## config.mk

```make
export PLATFORM = sky130hd
export DESIGN_NAME = srt_cordic_cell
export DESIGN_NICKNAME = d
export VERILOG_FILES = /design/src/design/srt_pkg.sv /design/src/design/srt_cordic_cell.sv
export SDC_FILE = /design/constraint.sdc
export NUM_CORES = 1
export LEC_CHECK = 0
export ABC_CLOCK_PERIOD_IN_PS = 14000
export BUFFER_PORTS_ARGS = -buffer_cell sky130_fd_sc_hd__buf_2
export CAP_MARGIN = 15
export CORE_ASPECT_RATIO = 0.7
export CORE_MARGIN = 3
export CORE_UTILIZATION = 43
export DETAILED_ROUTE_END_ITERATION = 10
export PLACE_DENSITY = 0.7
export SYNTH_ARGS = -nofsm -noshare
export SYNTH_HDL_FRONTEND = slang
export SYNTH_SLANG_ARGS = --single-unit
```

## constraint.sdc

```tcl
create_clock -name clk -period 14 [get_ports clk]
set_input_delay 4.2 -clock clk [delete_from_list [all_inputs] [get_ports clk]]
set_output_delay 4.2 -clock clk [all_outputs]
set_load 0.05 [all_outputs]
```

## src/design/srt_pkg.sv

```systemverilog
// Shared widths, constants, types and the arctangent table of the scale/rotate/translate unit.
package srt_pkg;

    // Field widths
    localparam int COORD_W   = 32;
    localparam int GAIN_W    = 24;
    localparam int ANG_W     = 16;
    localparam int CFG_IDX_W = 3;
    localparam int CFG_DAT_W = 32;

    // Parameter defaults
    localparam int DEF_FRAC_BITS     = 16;
    localparam int DEF_CORDIC_STAGES = 16;
    localparam int ATAN_COUNT        = 24;

    // Register indexes
    localparam logic [CFG_IDX_W-1:0] REG_PARENT_ENABLE = 3'd0;
    localparam logic [CFG_IDX_W-1:0] REG_OFFSET_X      = 3'd1;
    localparam logic [CFG_IDX_W-1:0] REG_OFFSET_Y      = 3'd2;
    localparam logic [CFG_IDX_W-1:0] REG_ANGLE         = 3'd3;
    localparam logic [CFG_IDX_W-1:0] REG_GAIN_X        = 3'd4;
    localparam logic [CFG_IDX_W-1:0] REG_GAIN_Y        = 3'd5;

    // Gain reset is 1.0 in Q8.16
    localparam logic signed [GAIN_W-1:0] GAIN_ONE = 24'sd65536;

    // Scaled coordinates: 16 fraction bits in 40 signed bits
    localparam int SCALED_W = 40;
    localparam logic signed [SCALED_W-1:0] SCALED_MAX = {1'b0, {(SCALED_W-1){1'b1}}};
    localparam logic signed [SCALED_W-1:0] SCALED_MIN = {1'b1, {(SCALED_W-1){1'b0}}};

    localparam logic signed [COORD_W-1:0] COORD_MAX = {1'b0, {(COORD_W-1){1'b1}}};
    localparam logic signed [COORD_W-1:0] COORD_MIN = {1'b1, {(COORD_W-1){1'b0}}};

    // CORDIC datapath: 30 fraction bits, sine/cosine kept with 22
    localparam int CORDIC_W    = 32;
    localparam int CORDIC_FRAC = 30;
    localparam int TRIG_FRAC   = 22;
    localparam int TRIG_SHIFT  = CORDIC_FRAC - TRIG_FRAC;
    localparam int TRIG_W      = CORDIC_W - TRIG_SHIFT;
    localparam logic signed [CORDIC_W-1:0] CORDIC_K = 32'sd652032874;
    localparam logic signed [TRIG_W-1:0]   TRIG_ONE = 24'sd4194304;

    // Angle to binary angle: b = floor((a * 2^22 + 22) / 45)
    //   = a * 93206 + floor((34 * a + 22) / 45), since 2^22 = 45 * 93206 + 34
    localparam logic [ANG_W-1:0] ANGLE_TURN = 16'd46080;
    localparam int BANG_W          = 32;
    localparam int V_W             = 21;
    localparam int ANG_V_MUL       = 34;
    localparam int ANG_V_ADD       = 22;
    localparam int ANG_BASE_MUL    = 93206;
    localparam int ANG_DIV         = 45;
    localparam int ANG_RECIP       = 2982616;   // floor(2^27 / 45)
    localparam int ANG_RECIP_W     = 22;
    localparam int ANG_RECIP_SHIFT = 27;
    localparam int MQ_W            = V_W + ANG_RECIP_W;
    localparam int Q_W             = MQ_W - ANG_RECIP_SHIFT;

    // Configuration as seen by the datapath
    typedef struct packed {
        logic                      parent_enable;
        logic signed [COORD_W-1:0] offset_x;
        logic signed [COORD_W-1:0] offset_y;
        logic [ANG_W-1:0]          angle;
        logic signed [GAIN_W-1:0]  gain_x;
        logic signed [GAIN_W-1:0]  gain_y;
    } cfg_t;

    // Scaled point and its clamp flag
    typedef struct packed {
        logic signed [SCALED_W-1:0] sx;
        logic signed [SCALED_W-1:0] sy;
        logic                       sat;
    } scl_t;

    // Beat handed from cell to cell
    typedef struct packed {
        scl_t                       scl;
        logic                       flip;
        logic signed [CORDIC_W-1:0] cx;
        logic signed [CORDIC_W-1:0] cy;
        logic signed [CORDIC_W-1:0] cz;
    } cell_t;

    // atan(2^-i) in binary angle units (2^32 per turn)
    function automatic logic [CORDIC_W-1:0] atan_turn(input int idx);
        logic [CORDIC_W-1:0] v;
        case (idx)
            0:       v = 32'h20000000;
            1:       v = 32'h12E4051E;
            2:       v = 32'h09FB385B;
            3:       v = 32'h051111D4;
            4:       v = 32'h028B0D43;
            5:       v = 32'h0145D7E1;
            6:       v = 32'h00A2F61E;
            7:       v = 32'h00517C55;
            8:       v = 32'h0028BE53;
            9:       v = 32'h00145F2F;
            10:      v = 32'h000A2F98;
            11:      v = 32'h000517CC;
            12:      v = 32'h00028BE6;
            13:      v = 32'h000145F3;
            14:      v = 32'h0000A2FA;
            15:      v = 32'h0000517D;
            16:      v = 32'h000028BE;
            17:      v = 32'h0000145F;
            18:      v = 32'h00000A30;
            19:      v = 32'h00000518;
            20:      v = 32'h0000028C;
            21:      v = 32'h00000146;
            22:      v = 32'h000000A3;
            23:      v = 32'h00000051;
            default: v = '0;
        endcase
        return v;
    endfunction

endpackage

```

## src/design/srt_cordic_cell.sv

```systemverilog
// One rotation-mode CORDIC cell with its own beat register.
module srt_cordic_cell
    import srt_pkg::*;
#(
    parameter int IDX = 0
)
(
    input  logic  clk,
    input  logic  rst_n,
    input  logic  in_vld,
    output logic  in_rdy,
    input  cell_t in_data,
    output logic  out_vld,
    input  logic  out_rdy,
    output cell_t out_data
);

    localparam logic signed [CORDIC_W-1:0] ATAN_STEP = atan_turn(IDX);

    logic                       load;
    logic                       vld_reg, vld_next;
    cell_t                      data_reg, data_next;
    logic signed [CORDIC_W-1:0] x, y, z;

    assign load = !vld_reg || out_rdy;

    // Micro-rotation: direction from the sign of the residual angle
    always_comb
    begin
        x = in_data.cx;
        y = in_data.cy;
        z = in_data.cz;
        data_next = in_data;
        if (!z[CORDIC_W-1])
        begin
            data_next.cx = x - (y >>> IDX);
            data_next.cy = y + (x >>> IDX);
            data_next.cz = z - ATAN_STEP;
        end
        else
        begin
            data_next.cx = x + (y >>> IDX);
            data_next.cy = y - (x >>> IDX);
            data_next.cz = z + ATAN_STEP;
        end
        vld_next = load ? in_vld : vld_reg;
    end

    always_ff @(posedge clk or negedge rst_n)
    begin
        if (!rst_n)
        begin
            vld_reg <= 1'b0;
        end
        else
        begin
            vld_reg <= vld_next;
        end
    end

    always_ff @(posedge clk)
    begin
        if (load)
        begin
            data_reg <= data_next;
        end
    end

    assign in_rdy   = load;
    assign out_vld  = vld_reg;
    assign out_data = data_reg;

    // A held beat is neither dropped nor changed
    a_hold_valid: assert property (@(posedge clk) disable iff (!rst_n)
        (vld_reg && !out_rdy) |=> vld_reg)
        else $error("cordic cell lost a held beat");

    a_hold_data: assert property (@(posedge clk) disable iff (!rst_n)
        (vld_reg && !out_rdy) |=> $stable(data_reg))
        else $error("cordic cell changed a held beat");

endmodule

```

==> metrics <==
outcome finished clean; Buffers on Ports 361; ratio of cells with drive above 1 in the final layout 30.3%; first-pass GRT wire length 54700 um; Setup crit end kind primary output; initial antenna violation count 3; Post-Syn Area per Cell 10.5 um^2; pin count of the biggest net entering global routing 86; PD cells 128 mW/mm^2; Main synth FF type edfxtp_1; Layout area overhead 23.8%; r2r startpoint out_vld; crit-path max cell delay 500 ps; Worst Skew 8.94 ps; min cycle time layout 9420 ps; post-CTS setup buffers 0; grt total ovfl 0; Final Hold Vio Count 0; Synth Instances 1047; CTS Buffer Depth 2; RSZ-0062 raised after global routing no; Setup TNS 0 ps; r2r setup slk 11100 ps; FFs w/ async S/R, synth 0.562%; register bit total from synthesis 178; TritonCTS Buffers 17; gr usage total 26.1%; DRC 0; vias in the first global route 8982; crit path cell chain buf_2 -> nand2b_4 -> buf_2; register area share after synthesis 48.5%; Initial DRC Count 1117; final net count 1667; hpwl dp 30400 um; crit path from out_rdy; Synthesized Nets 1327; Post-synth EDFFs 177; actual slew at the worst max-slew pin 991 ps; CP most frequent cell buf_2; Via Count 9698; max_cap viols 0; CTS H-tree lvls 4; Pre-antenna DRT Iters 5; WL/cell 21.6 um; f_max 106 MHz; Worst path top cell family by delay simple AND/OR/NAND/NOR gates; Final period util 67.3%; Worst Min Path Start out_vld; LEAKAGE 6.03 nW; Die X 197 um; Reg clk slew, reported paths 70 ps; hold_buf cts 0; initial core utilization 44.2%; VDD IR max 72.9 uV; routability cong. 0.980; crit path max fanout 46; Slew headroom 33.9%; Hold Worst Slack 1030 ps; vias per std cell 5.62; I/O pin count 362; post-synth design cell area 0.0110 mm^2; worst min path class reg -> reg; crit path kind in -> out; slowest library cell on the worst path nand2b_4; CTS resizes 0; clock sinks 178; Req. time, crit path 9800 ps; Warnings, synthesis 0; Setup-failing EPs final 0; drt total wl 37300 um; die footprint 0.0276 mm^2; core footprint 0.0249 mm^2; worst path arrival time 5220 ps; Clock Latency Late Sink 420 ps; crit path launch type input pin; Die Ht 140 um; worst path bufs/invs 2; clock root buffer clkbuf_16; ANT nets after route 0; CTS tree yes; num rows 48; post-synthesis cell type count 70; Pins Over Slew Limit 0
-- cell type report --
cell class                 count  area (um^2)
fill                        2240        11300
antenna                        2         5.00
clock inverter                15          139
multi-input combinational    724         5110
clock buffer                  17          425
timing repair buffer         366         1840
sequential                   178         5340
tap                          325          407
inverter                     100          375
-- synth_stat cells (4+ instances only) --
| library cell | instances | share of area [%] |
|---|---|---|
| nand2b_1 | 12 | 0.68 |
| nand3_1 | 6 | 0.27 |
| o211ai_1 | 18 | 1.2 |
| a31oi_1 | 7 | 0.40 |
| a21o_1 | 22 | 1.5 |
| xnor2_1 | 54 | 4.3 |
| a21oi_1 | 111 | 5.0 |
| nor4_1 | 12 | 0.68 |
| buf_1 | 6 | 0.20 |
| o21bai_1 | 14 | 0.95 |
| edfxtp_1 | 177 | 48 |
| o22ai_1 | 6 | 0.34 |
| a22oi_1 | 4 | 0.27 |
| mux2i_1 | 6 | 0.55 |
| or2_2 | 6 | 0.34 |
| xor2_1 | 5 | 0.40 |
| a211oi_1 | 11 | 0.75 |
| nand4_1 | 20 | 1.1 |
| o31a_1 | 6 | 0.48 |
| nor3_1 | 15 | 0.68 |
| fa_1 | 4 | 0.73 |
| ha_1 | 94 | 11 |
| or3_1 | 7 | 0.40 |
| buf_4 | 4 | 0.27 |
| nor2b_1 | 15 | 0.85 |
| buf_2 | 12 | 0.55 |
| o31ai_1 | 10 | 0.68 |
| o21a_1 | 8 | 0.55 |
| nor3b_1 | 4 | 0.27 |
| inv_1 | 98 | 3.3 |
| clkbuf_1 | 21 | 0.72 |
| a211o_1 | 5 | 0.40 |
| nor2_1 | 80 | 2.7 |
| nand2_1 | 38 | 1.3 |
| o21ai_0 | 71 | 3.2 |
-- where the power goes --
part | internal (W) | switching [W]
sequential | 0.000664 | 0.0000141
combinational | 0.000154 | 0.000455
clock | 0.000237 | 0.000217
total | 0.00105 | 0.000685
-- layout by cell type (no fill, tap or decap), types with 7 or more instances in the layout --
cell / count
nor4_1: 12
inv_1: 98
nor2b_1: 15
nand2b_1: 11
o211ai_1: 18
edfxtp_1: 177
a21o_1: 22
nor2_1: 80
o21a_1: 8
or3_1: 7
a211oi_1: 11
buf_2: 361
o31ai_1: 10
clkbuf_16: 17
o21ai_0: 71
nand2_1: 38
o21bai_1: 14
a31oi_1: 7
xnor2_1: 54
nand4_1: 20
ha_1: 94
nor3_1: 15
a21oi_1: 111
-- registers in the layout (all words and copies together) (netlist names) --
name	flops
out_data	177
out_vld	1
-- logic make-up (layout without fill, tap and decap cells) --
logic type	count (synthesis)	after routing	synth area share [%]
buf+inv	145	498	5.24
mux	6	6	0.545
compound gates	331	331	19.3
flops	178	178	48.5
xor+xnor	59	59	4.69
fa+ha+maj	98	98	11.4
other cells	0	2	0
simple gates	230	230	10.4
-- path summary, 6_finish.rpt --
kind / endpoint / cells after the start
max: in_rdy / 3
min reg2reg: out_data[152] / 1
min in group asynchronous: out_vld / 1
min: out_data[152] / 1
max in group asynchronous: out_vld / 1
max reg2reg: out_data[82] / 3
-- metal layers --
metal,track usage [%],part of all wire (%)
met5,0,0.059
met4,7.20,2.1
met3,5.84,10
met2,38.4,44
met1,38.7,44
-- per-stage QoR --
step	std cells	util (%)	cell area (um^2)	total power, W	setup slack [ps]
global route	1726	54.7	13600	0.00181	4510
global placement	1693	52.5	13100	0.00129	4570
detailed placement	1693	52.5	13100	0.00129	4570
floorplan	1047	-	11000	0.00112	981
finish	1727	54.7	13600	0.00174	4580
CTS	1725	54.7	13600	0.00174	4570
No activity file was read; power rests on OpenSTA's default activity.
